**src/rtl/base64_framed_log_encoder_unit_macros.svh**
```systemverilog
// ---------------------------------------------------------------------------
// Assertion macros for the framed Base64 log encoder
// Shared concurrent-check forms, clocked on clk and gated by arst_n.
// ---------------------------------------------------------------------------
`ifndef BASE64_FRAMED_LOG_ENCODER_UNIT_MACROS_SVH
`define BASE64_FRAMED_LOG_ENCODER_UNIT_MACROS_SVH

// Same-cycle implication
`define B64FLE_ASSERT_NOW(lbl, ante, cons, msg) \
	lbl: assert property (@(posedge clk) disable iff (!arst_n) (ante) |-> (cons)) \
		else $error(msg);

// Next-cycle implication
`define B64FLE_ASSERT_NEXT(lbl, ante, cons, msg) \
	lbl: assert property (@(posedge clk) disable iff (!arst_n) (ante) |=> (cons)) \
		else $error(msg);

`endif

```
**src/rtl/b64fle_pkg.sv**
```systemverilog
// ---------------------------------------------------------------------------
// b64fle_pkg
// Types, character codes and the Base64 alphabet for the framed encoder.
// ---------------------------------------------------------------------------
package b64fle_pkg;

	// Framing and pad characters
	localparam logic [7:0] CH_START = 8'h24;
	localparam logic [7:0] CH_PAD   = 8'h3D;
	localparam logic [7:0] CH_NL    = 8'h0A;

	// Position within a 3-byte group
	localparam logic [1:0] PH_ZERO = 2'd0;
	localparam logic [1:0] PH_ONE  = 2'd1;
	localparam logic [1:0] PH_TWO  = 2'd2;

	// Most characters a single item can produce
	localparam int MAX_CHARS = 6;
	localparam int CNT_W     = 3;

	// Default depth of the job queue between front and back
	localparam int QUEUE_DEPTH = 2;

	// One classified item: the characters it yields, in order
	typedef struct packed {
		logic [MAX_CHARS-1:0][7:0] chars;
		logic [CNT_W-1:0]          count;   // number of valid chars, 1..6
		logic                      closes;  // last char is the closing newline
	} job_t;

	// Base64 alphabet A-Z a-z 0-9 + /
	function automatic logic [7:0] b64_sym(input logic [5:0] v);
		logic [7:0] c;
		begin
			if (v < 6'd26)
				c = 8'h41 + {2'b00, v};
			else if (v < 6'd52)
				c = 8'h61 + {2'b00, v - 6'd26};
			else if (v < 6'd62)
				c = 8'h30 + {2'b00, v - 6'd52};
			else if (v == 6'd62)
				c = 8'h2B;
			else
				c = 8'h2F;
			return c;
		end
	endfunction

endpackage

```
**src/rtl/b64fle_front.sv**
```systemverilog
// ---------------------------------------------------------------------------
// b64fle_front
// Accepts input items, tracks message/group state and turns each item into
// a job holding all the characters it produces.
// ---------------------------------------------------------------------------
module b64fle_front (
	input  logic               clk,
	input  logic               arst_n,
	input  logic               s_axis_tvalid,
	output logic               s_axis_tready,
	input  logic [7:0]         s_axis_tdata,   // [7:0] data_byte
	input  logic               s_axis_tlast,   // last_byte
	input  logic               s_axis_tuser,   // empty_message
	input  logic               queue_full,
	output logic               push,
	output b64fle_pkg::job_t   push_job
);

	logic       in_message_q;
	logic [1:0] phase_q;
	logic [3:0] left_q;

	logic [1:0] ph;
	logic [3:0] lo;
	logic [1:0] nph;
	logic [3:0] nlo;
	logic       closes;
	logic [b64fle_pkg::CNT_W-1:0] n;
	logic [b64fle_pkg::MAX_CHARS-1:0][7:0] ch;

	assign s_axis_tready = !queue_full;
	assign push          = s_axis_tvalid && s_axis_tready;

	// Build the character list for the offered item
	always_comb begin
		ph     = in_message_q ? phase_q : b64fle_pkg::PH_ZERO;
		lo     = in_message_q ? left_q : 4'd0;
		nph    = ph;
		nlo    = lo;
		closes = s_axis_tuser || s_axis_tlast;
		n      = '0;
		ch     = '0;

		if (!in_message_q) begin
			ch[n] = b64fle_pkg::CH_START;
			n     = n + 3'd1;
		end

		// Payload byte
		if (!s_axis_tuser) begin
			unique case (ph)
				b64fle_pkg::PH_ONE: begin
					ch[n] = b64fle_pkg::b64_sym({lo[1:0], s_axis_tdata[7:4]});
					n     = n + 3'd1;
					nlo   = s_axis_tdata[3:0];
					nph   = b64fle_pkg::PH_TWO;
				end
				b64fle_pkg::PH_TWO: begin
					ch[n] = b64fle_pkg::b64_sym({lo, s_axis_tdata[7:6]});
					n     = n + 3'd1;
					ch[n] = b64fle_pkg::b64_sym(s_axis_tdata[5:0]);
					n     = n + 3'd1;
					nlo   = 4'd0;
					nph   = b64fle_pkg::PH_ZERO;
				end
				default: begin
					// phase zero, and the unused phase three
					ch[n] = b64fle_pkg::b64_sym(s_axis_tdata[7:2]);
					n     = n + 3'd1;
					nlo   = {2'b00, s_axis_tdata[1:0]};
					nph   = b64fle_pkg::PH_ONE;
				end
			endcase
		end

		// Flush pending group with padding, then newline
		if (closes) begin
			unique case (nph)
				b64fle_pkg::PH_ONE: begin
					ch[n] = b64fle_pkg::b64_sym({nlo[1:0], 4'd0});
					n     = n + 3'd1;
					ch[n] = b64fle_pkg::CH_PAD;
					n     = n + 3'd1;
					ch[n] = b64fle_pkg::CH_PAD;
					n     = n + 3'd1;
				end
				b64fle_pkg::PH_TWO: begin
					ch[n] = b64fle_pkg::b64_sym({nlo, 2'd0});
					n     = n + 3'd1;
					ch[n] = b64fle_pkg::CH_PAD;
					n     = n + 3'd1;
				end
				default: begin
				end
			endcase
			ch[n] = b64fle_pkg::CH_NL;
			n     = n + 3'd1;
		end

		push_job.chars  = ch;
		push_job.count  = n;
		push_job.closes = closes;
	end

	// Message state
	always_ff @(posedge clk or negedge arst_n) begin
		if (!arst_n) begin
			in_message_q <= 1'b0;
			phase_q      <= b64fle_pkg::PH_ZERO;
			left_q       <= 4'd0;
		end else if (push) begin
			if (closes) begin
				in_message_q <= 1'b0;
				phase_q      <= b64fle_pkg::PH_ZERO;
				left_q       <= 4'd0;
			end else begin
				in_message_q <= 1'b1;
				phase_q      <= nph;
				left_q       <= nlo;
			end
		end
	end

`include "base64_framed_log_encoder_unit_macros.svh"

	`B64FLE_ASSERT_NEXT(a_close_clears, push && closes, !in_message_q && left_q == 4'd0, "message still open after close")

endmodule

```
**src/rtl/b64fle_queue.sv**
```systemverilog
// ---------------------------------------------------------------------------
// b64fle_queue
// Short job FIFO decoupling the classifier from the character emitter.
// ---------------------------------------------------------------------------
module b64fle_queue #(
	parameter int DEPTH = b64fle_pkg::QUEUE_DEPTH
) (
	input  logic             clk,
	input  logic             arst_n,
	input  logic             push,
	input  b64fle_pkg::job_t push_job,
	output logic             full,
	input  logic             pop,
	output b64fle_pkg::job_t head_job,
	output logic             head_valid
);

	localparam int AW = (DEPTH > 1) ? $clog2(DEPTH) : 1;
	localparam int CW = $clog2(DEPTH + 1);

	b64fle_pkg::job_t mem_q [DEPTH];
	logic [AW-1:0] wr_ptr_q;
	logic [AW-1:0] rd_ptr_q;
	logic [CW-1:0] count_q;

	assign full       = (count_q == CW'(DEPTH));
	assign head_valid = (count_q != '0);
	assign head_job   = mem_q[rd_ptr_q];

	// Storage
	always_ff @(posedge clk) begin
		if (push)
			mem_q[wr_ptr_q] <= push_job;
	end

	// Pointers and fill count
	always_ff @(posedge clk or negedge arst_n) begin
		if (!arst_n) begin
			wr_ptr_q <= '0;
			rd_ptr_q <= '0;
			count_q  <= '0;
		end else begin
			if (push)
				wr_ptr_q <= (wr_ptr_q == AW'(DEPTH - 1)) ? '0 : wr_ptr_q + AW'(1);
			if (pop)
				rd_ptr_q <= (rd_ptr_q == AW'(DEPTH - 1)) ? '0 : rd_ptr_q + AW'(1);
			if (push && !pop)
				count_q <= count_q + CW'(1);
			else if (pop && !push)
				count_q <= count_q - CW'(1);
		end
	end

`include "base64_framed_log_encoder_unit_macros.svh"

	`B64FLE_ASSERT_NOW(a_no_overflow, push, !full, "push into full queue")
	`B64FLE_ASSERT_NOW(a_no_underflow, pop, head_valid, "pop from empty queue")
	`B64FLE_ASSERT_NOW(a_count_range, 1'b1, count_q <= CW'(DEPTH), "fill count out of range")

endmodule

```
**src/rtl/b64fle_back.sv**
```systemverilog
// ---------------------------------------------------------------------------
// b64fle_back
// Walks the head job into the output register one character per cycle while the output is not stalled.
// ---------------------------------------------------------------------------
module b64fle_back (
	input  logic             clk,
	input  logic             arst_n,
	input  b64fle_pkg::job_t head_job,
	input  logic             head_valid,
	output logic             pop,
	output logic             m_axis_tvalid,
	input  logic             m_axis_tready,
	output logic [7:0]       m_axis_tdata,   // [7:0] out_char
	output logic             m_axis_tlast    // last_char
);

	logic [b64fle_pkg::CNT_W-1:0] idx_q;
	logic       tvalid_q;
	logic [7:0] tdata_q;
	logic       tlast_q;
	logic       load;
	logic       at_end;

	assign load   = head_valid && (!tvalid_q || m_axis_tready);
	assign at_end = (idx_q == head_job.count - 3'd1);
	assign pop    = load && at_end;

	assign m_axis_tvalid = tvalid_q;
	assign m_axis_tdata  = tdata_q;
	assign m_axis_tlast  = tlast_q;

	// Output payload
	always_ff @(posedge clk) begin
		if (load) begin
			tdata_q <= head_job.chars[idx_q];
			tlast_q <= head_job.closes && at_end;
		end
	end

	// Character index and output valid
	always_ff @(posedge clk or negedge arst_n) begin
		if (!arst_n) begin
			idx_q    <= '0;
			tvalid_q <= 1'b0;
		end else begin
			if (load)
				idx_q <= at_end ? '0 : idx_q + 3'd1;
			if (load)
				tvalid_q <= 1'b1;
			else if (m_axis_tready)
				tvalid_q <= 1'b0;
		end
	end

`include "base64_framed_log_encoder_unit_macros.svh"

	`B64FLE_ASSERT_NOW(a_last_is_nl, m_axis_tvalid && m_axis_tlast, m_axis_tdata == b64fle_pkg::CH_NL, "last char is not a newline")

endmodule

```
**src/rtl/base64_framed_log_encoder_unit.sv**
```systemverilog
// ---------------------------------------------------------------------------
// base64_framed_log_encoder_unit
// Framed Base64 log encoder: '$', RFC 4648 Base64 of the payload, newline.
// ---------------------------------------------------------------------------
// Channel   Dir  tdata              tlast       tuser
// s_axis    in   data_byte [7:0]    last_byte   empty_message
// m_axis    out  out_char  [7:0]    last_char   -
//
// One item yields 1 to 6 characters; the emitter sends one character per
// cycle while the output is not stalled. The front accepts an item every
// cycle while the job queue (QUEUE_DEPTH entries) has room. Reset is
// asynchronous, active low, with no clearing pass. Either side may stall;
// the queue and output register absorb it.
module base64_framed_log_encoder_unit #(
	parameter int QUEUE_DEPTH = b64fle_pkg::QUEUE_DEPTH
) (
	input  logic       clk,
	input  logic       arst_n,
	input  logic       s_axis_tvalid,
	output logic       s_axis_tready,
	input  logic [7:0] s_axis_tdata,   // [7:0] data_byte
	input  logic       s_axis_tlast,   // last_byte
	input  logic       s_axis_tuser,   // empty_message
	output logic       m_axis_tvalid,
	input  logic       m_axis_tready,
	output logic [7:0] m_axis_tdata,   // [7:0] out_char
	output logic       m_axis_tlast    // last_char
);

	logic             queue_full;
	logic             push;
	b64fle_pkg::job_t push_job;
	logic             pop;
	b64fle_pkg::job_t head_job;
	logic             head_valid;

	// Classifier
	b64fle_front u_front (
		.clk           (clk),
		.arst_n        (arst_n),
		.s_axis_tvalid (s_axis_tvalid),
		.s_axis_tready (s_axis_tready),
		.s_axis_tdata  (s_axis_tdata),
		.s_axis_tlast  (s_axis_tlast),
		.s_axis_tuser  (s_axis_tuser),
		.queue_full    (queue_full),
		.push          (push),
		.push_job      (push_job)
	);

	// Job queue
	b64fle_queue #(
		.DEPTH (QUEUE_DEPTH)
	) u_queue (
		.clk        (clk),
		.arst_n     (arst_n),
		.push       (push),
		.push_job   (push_job),
		.full       (queue_full),
		.pop        (pop),
		.head_job   (head_job),
		.head_valid (head_valid)
	);

	// Character emitter
	b64fle_back u_back (
		.clk           (clk),
		.arst_n        (arst_n),
		.head_job      (head_job),
		.head_valid    (head_valid),
		.pop           (pop),
		.m_axis_tvalid (m_axis_tvalid),
		.m_axis_tready (m_axis_tready),
		.m_axis_tdata  (m_axis_tdata),
		.m_axis_tlast  (m_axis_tlast)
	);

endmodule
```
**config.mk**
```make
export PLATFORM = sky130hd
export DESIGN_NAME = base64_framed_log_encoder_unit
export DESIGN_NICKNAME = d
export VERILOG_FILES = /design/src/rtl/b64fle_pkg.sv /design/src/rtl/b64fle_front.sv /design/src/rtl/b64fle_queue.sv /design/src/rtl/b64fle_back.sv /design/src/rtl/base64_framed_log_encoder_unit.sv
export VERILOG_INCLUDE_DIRS = /design/src /design/src/rtl
export SDC_FILE = /design/constraint.sdc
export NUM_CORES = 1
export LEC_CHECK = 0
export ABC_AREA = 0
export BUFFER_PORTS_ARGS = -buffer_cell sky130_fd_sc_hd__buf_2
export CAP_MARGIN = 20
export CORE_ASPECT_RATIO = 1.1
export CORE_MARGIN = 2
export CORE_UTILIZATION = 55
export DETAILED_ROUTE_END_ITERATION = 8
export PLACE_DENSITY = 0.8
export SLEW_MARGIN = 25
export SYNTH_ARGS = -nofsm -noshare
export SYNTH_HDL_FRONTEND = slang
export SYNTH_SLANG_ARGS = --single-unit
```
**constraint.sdc**
```tcl
create_clock -name clk -period 11.6 [get_ports clk]
set_clock_uncertainty 0.1 [all_clocks]
set_input_delay 2.32 -clock clk [delete_from_list [all_inputs] [get_ports clk]]
set_output_delay 2.32 -clock clk [all_outputs]
set_load 0.03 [all_outputs]
```
==> results.rst, run 1 <==
.. list-table::
   :header-rows: 1

   * - Metric
     - Value
   * - Run status
     - finished, final reports clean
   * - Instance count on the critical path
     - 11
   * - Core area
     - between 10000 and 15000 sq um
   * - Crit path required time
     - around 12 ns
   * - Detailed Route Iter0 Violations
     - 903
   * - Buffers plus inverters on the worst setup path
     - 3
   * - Max-slew violation total from the final report
     - 0
   * - Highest metal used
     - met4
   * - Post-synthesis instance total
     - 909
   * - Endpoint of the worst setup timing path
     - u_queue.mem_q[1][24]
   * - Number of clock buffers inserted by TritonCTS
     - 9
   * - Vias in the first global route
     - 7011
   * - Fraction of post-synthesis cell area in the top cell type by area
     - 31.9%
   * - Count of warnings emitted by yosys
     - 0
   * - Antenna Diode Count
     - 0
   * - Launching element of the worst setup path
     - s_axis_tuser
   * - Largest net degree at the start of global routing
     - 47
   * - Commonest non-fill, non-tap cell in the layout
     - sky130_fd_sc_hd__nand2_1
   * - CP dominant cell by count
     - sky130_fd_sc_hd__inv_1
   * - CTS-repair resized insts
     - 0
   * - Final number of setup-violating endpoints
     - 0
   * - Die width
     - 122 um
   * - Startpoint kind of the worst setup timing path
     - input pin
   * - Number of buffers on the longest clock path
     - 2
   * - I/O pin cnt
     - 25
   * - Post-synth design cell area
     - 8390 sq um
   * - Vias per std cell
     - about 6.8
   * - H-tree lvl count
     - 3
   * - Unique masters post-synth
     - 82
   * - Number of buffer cells added on primary ports
     - 24
   * - Worst-skew pair later-pin latency
     - 0.35 ns
   * - Max Cap Violations
     - 0
   * - Worst min path class
     - register to register
   * - Routed wire per std cell
     - between 20 and 25 um
   * - Worst R2R Path Depth
     - 16
   * - Met2 layer wire length in the routed design
     - 12200 um
   * - Most used cells in the layout excluding fill and tap cells
     - 99 x sky130_fd_sc_hd__nand2_1, 89 x sky130_fd_sc_hd__edfxtp_1, 66 x sky130_fd_sc_hd__nor2_1
   * - # rows
     - 47
   * - Clock-pin slew of the registers on the worst-case setup and hold paths
     - ~0.070 ns
   * - Fillers
     - about 1.3k
   * - Post-detailed-route DRC marker count
     - 0
   * - Power per standard cell area
     - ~190 nW/um^2
   * - ANT nets after route
     - 0
   * - TritonCTS clock tree
     - yes
   * - Transition at the pin with the smallest max-transition slack
     - around 0.86 ns
   * - Worst Setup Path Type
     - input pin to register
   * - Predominant post-synthesis flop cell
     - sky130_fd_sc_hd__edfxtp_1
   * - WP data arrival
     - 5.87 ns
   * - Initial Utilization
     - between 50% and 60%
   * - Type of destination of the critical path
     - register
   * - Worst-case headroom to the max-slew limit
     - 42.9%
   * - Final Hold Violating Endpoints
     - 0
   * - Cell taking the most area after synthesis
     - sky130_fd_sc_hd__edfxtp_1
   * - Global-route wire length before repair
     - between 30000 and 40000 um
   * - DPL Wire Length
     - 18200 um
   * - Height of the die
     - roughly 130 um
   * - Setup bufs post-CTS
     - 0
   * - GP Congestion
     - approximately 1.0
   * - Total routed wire length on the met1 layer
     - 9570 um
   * - Net count reported at finish
     - about 960
   * - Peak supply drop
     - 0.0000905 V
   * - Gr ovfl total
     - 0
   * - Critical Path Fanout Max
     - 39
   * - Delay of the slowest critical-path stage
     - approximately 0.65 ns
   * - Share of flip-flops with an asynchronous set or reset
     - 14.4%
   * - Top post-synthesis cells by area
     - sky130_fd_sc_hd__edfxtp_1 32%, sky130_fd_sc_hd__ha_1 7.0%, sky130_fd_sc_hd__mux4_2 5.1%, sky130_fd_sc_hd__dfrtp_1 4.5%, sky130_fd_sc_hd__nand2_1 4.4%
   * - Worst Slack Setup Final
     - approximately 5.7 ns
   * - Minimum clock period after layout
     - between 5 and 6 ns
   * - Wire length on met3
     - roughly 1900 um
   * - CP cell instances
     - buf_2 -> mux2i_1 -> inv_1 -> ha_1 -> o21bai_1 -> nor2_1 -> inv_1 -> a221o_1 -> or2_0 -> a32oi_1 -> a311oi_1
   * - FF-to-FF End
     - u_queue.mem_q[0][6]
   * - R2R Setup Slk
     - 6.09 ns
   * - Number of enable-type register cells in the synthesized netlist
     - roughly 90
   * - Total leakage power
     - around 0.0033 uW
   * - Post-route setup TNS
     - 0 ns
   * - Achievable clock frequency
     - between 0.15 and 0.2 GHz
   * - Setup repair after global routing missed its margin
     - no
   * - Number of antenna violations at the first check in global routing
     - 0
   * - Area of the die
     - between 15000 and 20000 sq um
   * - Nets in the synthesized netlist
     - 970
   * - R2r startpoint
     - u_front.in_message_q
   * - Kind of cell adding the most delay to the critical path
     - compound AO/OA/AOI/OAI gates
   * - Worst path slowest cell
     - sky130_fd_sc_hd__buf_2
   * - Total track usage
     - between 30 and 40%
   * - Via count
     - 7437
   * - Share of the yosys chip area belonging to registers
     - roughly 36%
   * - Ratio of cells with drive above 1 in the final layout
     - between 10% and 20%
   * - Clock sinks
     - ~100
   * - Worst setup slack before clock tree synthesis
     - about 5.5 ns
   * - Crit share post-route
     - 51.1%
   * - Root buffer selected by CTS
     - sky130_fd_sc_hd__clkbuf_16
   * - Yosys reg bits
     - about 100
   * - Layout Area Growth over Synthesis
     - 6.38%
   * - Total detailed-routing wirelength
     - around 25000 um
   * - Avg Cell Area, Syn
     - 9.23 sq um
   * - CTS hold repair buffers
     - 0
   * - Number of iterations in the first detailed-routing pass
     - 6
## worst register-to-register path, cell delays in order (launching register included)
cell                       delay (ns)
sky130_fd_sc_hd__dfrtp_1         0.33
sky130_fd_sc_hd__buf_4           0.45
sky130_fd_sc_hd__nand2_1         0.18
sky130_fd_sc_hd__inv_1           0.12
sky130_fd_sc_hd__ha_1            0.51
sky130_fd_sc_hd__inv_1           0.25
sky130_fd_sc_hd__ha_1            0.81
sky130_fd_sc_hd__mux2i_4         0.25
sky130_fd_sc_hd__inv_1           0.15
sky130_fd_sc_hd__ha_1            0.28
sky130_fd_sc_hd__or4b_4          0.50
sky130_fd_sc_hd__o21ai_2         0.14
sky130_fd_sc_hd__a221oi_2        0.15
sky130_fd_sc_hd__or3_4           0.49
sky130_fd_sc_hd__o21ai_1         0.16
sky130_fd_sc_hd__a221oi_1        0.09
sky130_fd_sc_hd__a211o_1         0.33
## synthesized netlist by cell type, drive strengths merged (3+ instances only)
cell	number
a211o	5
a211oi	6
a21o	8
a21oi	62
a221oi	8
a22o	3
a22oi	7
a311oi	5
a31o	6
a31oi	18
and2	3
and3	4
buf	20
clkbuf	40
dfrtp	15
edfxtp	89
ha	47
inv	38
mux2	5
mux2i	16
mux4	19
nand2	100
nand2b	11
nand3	30
nand3b	5
nand4	9
nor2	69
nor2b	13
nor3	15
nor3b	7
nor4	7
o211ai	16
o21a	5
o21ai	67
o221ai	5
o22ai	10
o2bb2ai	4
o311ai	6
o31ai	8
or2	3
or3	8
xnor2	41
xor2	16
## power by group
group | switching, uW | leakage, uW | internal [uW]
sequential | 48.5 | 0.00104 | 555
clock | 141 | 0.000145 | 150
combinational | 501 | 0.00211 | 293
## how the worst min path moves through the flow
stage	endpoint	from	depth (start not counted)
finish	u_back.m_axis_tvalid	u_back.m_axis_tvalid	2
global route	u_front.phase_q[0]	u_front.phase_q[0]	2
CTS	u_front.phase_q[1]	u_front.phase_q[1]	2
detailed placement	u_front.phase_q[1]	u_front.phase_q[1]	2
global placement	u_front.phase_q[1]	u_front.phase_q[1]	2
floorplan	u_front.phase_q[0]	u_front.phase_q[0]	2
## layer usage
metal | up-vias | GRT usage [%]
li1 | 3385 | -
met1 | 3558 | 40.1
met2 | 408 | 52.8
met3 | 86 | 4.28
met4 | 0 | 11.7
met5 | - | 0
## registers in the layout, summed over array words and instances, names as in the netlist
register / cells
u_back.m_axis_tlast: 1
u_queue.wr_ptr_q: 1
u_queue.mem_q: 80
u_back.m_axis_tvalid: 1
u_back.m_axis_tdata: 8
u_front.in_message_q: 1
u_front.phase_q: 2
u_front.left_q: 4
u_queue.count_q: 2
u_back.idx_q: 3
u_queue.rd_ptr_q: 1
## area by class of cell
type / instances / area, sq um / area share [%]
Clock buffer: 9 / 225 / 2.52
Inverter: 40 / 150 / 1.68
Sequential cell: 104 / 3050 / 34.1
Tap cell: 196 / 245 / 2.75
Multi-Input combinational cell: 705 / 4950 / 55.5
Clock inverter: 7 / 63.8 / 0.715
Timing Repair Buffer: 36 / 243 / 2.72
## cell families after synthesis
logic type,share of synthesized area [%]
mux,7.83
buf+inv,4.95
flops,36.3
xor+xnor,6.04
fa+ha+maj,7.01
compound gates,21.1
simple gates,16.8
## metrics by stage
| stage | area [sq um] | utilization (%) | instances | power, uW | hold slack [ns] |
|---|---|---|---|---|---|
| 2_1_floorplan | 8390 | - | 909 | 1170 | 0.350 |
| 3_3_place_gp | 8580 | 57.2 | 1079 | 1360 | 0.385 |
| 3_5_place_dp | 8630 | 57.5 | 1081 | 1390 | 0.388 |
| 4_1_cts | 8920 | 59.5 | 1097 | 1680 | 0.413 |
| 5_1_grt | 8930 | 59.5 | 1097 | 1780 | 0.458 |
| 6_report | 8930 | 59.5 | 1097 | 1690 | 0.413 |
(Power assumes the default switching activity.)
==> inputs of run 2 (changes only) <==
Settings changed: PLACE_DENSITY 0.8 to 0.83.
Clock period 11.6 ns to 4.8 ns, I/O delays scaled along.
==> run 2 against run 1 <==
Count of clock-buffer cells in the layout rose by 1. Core utilization rose by 0.62 points. Routed wire length fell by 2.6%. Global-route usage fell by 0.80 points. Total power up 140%. Register-to-register slack lost 5.4 ns. Die area is the same. Final cell count up 1.1%. Hold slack lost 0.016 ns. Combinational power grew 130%. Sequential share of layout area shrank 0.35 points. Sequential power grew to 2.5 times the previous value. Highest routed layer unchanged.
==> results.rst, run 2 (same netlist as run 1, synthesis figures left out) <==
.. list-table::
   :header-rows: 1

   * - Metric
     - Value
   * - Run status
     - finished, final reports clean (unchanged)
   * - Die width
     - 122 um (unchanged)
   * - # rows
     - 47 (unchanged)
   * - Layout Area Growth over Synthesis
     - 7.49% (was 6.38%)
   * - Transition at the pin with the smallest max-transition slack
     - 1.02 ns (was 0.856 ns)
   * - Antenna Diode Count
     - 0 (unchanged)
   * - Clock-pin slew of the registers on the worst-case setup and hold paths
     - 0.07 ns (about the same)
   * - CTS hold repair buffers
     - 0 (unchanged)
   * - Worst-case headroom to the max-slew limit
     - 32.3% (was 42.9%)
   * - Gr ovfl total
     - 0 (unchanged)
   * - Vias in the first global route
     - 6951 (was 7011)
   * - Number of standard cells in the final layout excluding fillers
     - 1109 (was 1097)
   * - Area of the die
     - 16300 sq um (unchanged)
   * - CP dominant cell by count
     - sky130_fd_sc_hd__a21oi_1 (was sky130_fd_sc_hd__inv_1)
   * - Root buffer selected by CTS
     - sky130_fd_sc_hd__clkbuf_16 (unchanged)
   * - Worst Slack Setup Final
     - 0.676 ns (was 5.67 ns)
   * - TritonCTS clock tree
     - yes (unchanged)
   * - Setup repair after global routing missed its margin
     - no (unchanged)
   * - Delay of the slowest critical-path stage
     - 0.63 ns (was 0.65 ns)
   * - Worst-skew pair later-pin latency
     - 0.34 ns (was 0.35 ns)
   * - Sequential standard cell area
     - 3050 sq um (unchanged)
   * - Worst setup slack before clock tree synthesis
     - 0.479 ns (was 5.53 ns)
   * - Setup bufs post-CTS
     - 0 (unchanged)
   * - Initial Utilization
     - 56.0% (unchanged)
   * - Height of the die
     - 134 um (unchanged)
   * - CP cell instances
     - buf_2 -> inv_1 -> ha_1 -> a21oi_1 -> a221oi_1 -> a311oi_1 -> a21oi_1 -> o41ai_1 (was buf_2 -> mux2i_1 -> inv_1 -> ha_1 -> o21bai_1 -> nor2_1 -> inv_1 -> a221o_1 -> or2_0 -> a32oi_1 -> a311oi_1)
   * - Final Hold Violating Endpoints
     - 0 (unchanged)
   * - Number of buffers on the longest clock path
     - 2 (unchanged)
   * - Worst path slowest cell
     - sky130_fd_sc_hd__a311oi_1 (was sky130_fd_sc_hd__buf_2)
   * - Largest net degree at the start of global routing
     - 45 (was 47)
   * - Number of clock buffers inserted by TritonCTS
     - 9 (unchanged)
   * - Crit share post-route
     - a little under nine tenths
   * - Minimum clock period after layout
     - between 4 and 5 ns
   * - Final number of setup-violating endpoints
     - 0 (unchanged)
   * - Sum of internal, switching and leakage power
     - 4090 uW (was 1690 uW)
   * - DPL Wire Length
     - 17800 um (was 18200 um)
   * - WP data arrival
     - 4.09 ns (was 5.87 ns)
   * - Peak supply drop
     - 0.000257 V (was 0.0000905 V)
   * - Crit path required time
     - 4.77 ns (was 11.54 ns)
   * - Number of antenna violations at the first check in global routing
     - 0 (unchanged)
   * - Total detailed-routing wirelength
     - 24000 um (was 24700 um)
   * - Power per standard cell area
     - 454 nW/um^2 (was 189 nW/um^2)
   * - ANT nets after route
     - 0 (unchanged)
   * - Vias per std cell
     - 6.75 (was 6.78)
   * - Fillers
     - 1286 (was 1297)
   * - Cell Count Post-Placement
     - 1093 (was 1081)
   * - Startpoint kind of the worst setup timing path
     - input pin (unchanged)
   * - Buffers plus inverters on the worst setup path
     - 2 (was 3)
   * - Total track usage
     - 30.3% (was 31.1%)
   * - Total leakage power
     - 0.00335 uW (was 0.00329 uW)
   * - Most flops, register
     - u_queue.mem_q (unchanged)
   * - Type of destination of the critical path
     - register (unchanged)
   * - Achievable clock frequency
     - around 0.24 GHz
   * - Net count reported at finish
     - 969 (was 957)
   * - Commonest non-fill, non-tap cell in the layout
     - sky130_fd_sc_hd__nand2_1 (unchanged)
   * - Ratio of cells with drive above 1 in the final layout
     - 12.2% (was 11.1%)
   * - Detailed Route Iter0 Violations
     - 847 (was 903)
   * - Number of iterations in the first detailed-routing pass
     - 5 (was 6)
   * - Post-detailed-route DRC marker count
     - 0 (unchanged)
   * - Max Cap Violations
     - 0 (unchanged)
   * - Number of buffer cells added on primary ports
     - 24 (unchanged)
   * - CTS-repair resized insts
     - 0 (unchanged)
   * - Global-route wire length before repair
     - 38300 um (was 39200 um)
   * - Max-slew violation total from the final report
     - 0 (unchanged)
   * - GP Congestion
     - 1.02 (was 1.00)
   * - Kind of cell adding the most delay to the critical path
     - compound AO/OA/AOI/OAI gates (unchanged)
   * - Core area
     - 15000 sq um (unchanged)
   * - H-tree lvl count
     - 3 (unchanged)
   * - Clock sinks
     - 104 (unchanged)
   * - Worst min path class
     - register to register (unchanged)
   * - Number of flip-flops under the largest register name
     - 80 (unchanged)
   * - I/O pin cnt
     - 25 (unchanged)
   * - Footprint of the multi-input gates
     - 4940 sq um (was 4950 sq um)
   * - Critical Path Fanout Max
     - 17 (was 39)
   * - Most used cells in the layout excluding fill and tap cells
     - 99 x sky130_fd_sc_hd__nand2_1, 89 x sky130_fd_sc_hd__edfxtp_1, 66 x sky130_fd_sc_hd__nor2_1 (unchanged)
   * - Worst Setup Path Type
     - input pin to register (unchanged)
   * - Via count
     - 7487 (was 7437)
   * - Routed wire per std cell
     - 21.7 um (was 22.5 um)
   * - Post-route setup TNS
     - 0 ns (unchanged)
==> run 2: routing by layer <==
metal | vias up | share of wire [%] | track usage (%) | wire [um]
li1 | 3400 | - | - | -
met1 | 3575 | 40 | 40.5 | 9660
met2 | 420 | 47 | 48.9 | 11300
met3 | 92 | 7.7 | 4.28 | 1860
met4 | 0 | 5.1 | 13.4 | 1220
met5 | - | 0 | 0 | 0
==> run 2: metrics by stage <==
stage	hold WS [ns]	instance area [sq um]	util, %
after floorplan	0.350	8390	-
after global placement	0.373	8670	57.8
after detailed placement	0.375	8710	58.1
after CTS	0.390	9020	60.1
after global routing	0.431	9020	60.1
final	0.396	9020	60.1
==> run 2: cell type report <==
class / instances / share of cell area [%]
timing repair buffer: 48 / 3.61
sequential: 104 / 33.8
multi-input combinational: 705 / 54.8
tap: 196 / 2.72
clock inverter: 6 / 0.874
clock buffer: 10 / 2.54
inverter: 40 / 1.66
==> run 2: path summary, 6_finish.rpt <==
path | start | endpoint | slack (ns) | cells past startpoint
max | s_axis_tdata[5] | u_queue.mem_q[0][16] | 0.68 | 8
min | u_front.phase_q[1] | u_front.phase_q[1] | 0.40 | 2
max reg2reg | u_front.in_message_q | u_queue.mem_q[1][6] | 0.74 | 16
min reg2reg | u_front.phase_q[1] | u_front.phase_q[1] | 0.40 | 2
max in group asynchronous | arst_n | u_back.idx_q[1] | 3.93 | 1
min in group asynchronous | arst_n | u_front.left_q[2] | 0.41 | 1
==> run 2: worst reg2reg max path: cells and delay by family, from the launching register on <==
family | cells | cell delay, ns
AOI/OAI and AO/OA | 5 | 0.85
adders and majority gates | 3 | 0.78
buffers and inverters | 4 | 0.51
DFF | 1 | 0.38
muxes | 1 | 0.12
and+or+nand+nor | 3 | 1.07
==> run 2: power breakdown <==
group	switching, uW	internal, uW	total (uW)
logic	1140	708	1850
clock network	328	412	740
registers	164	1340	1510
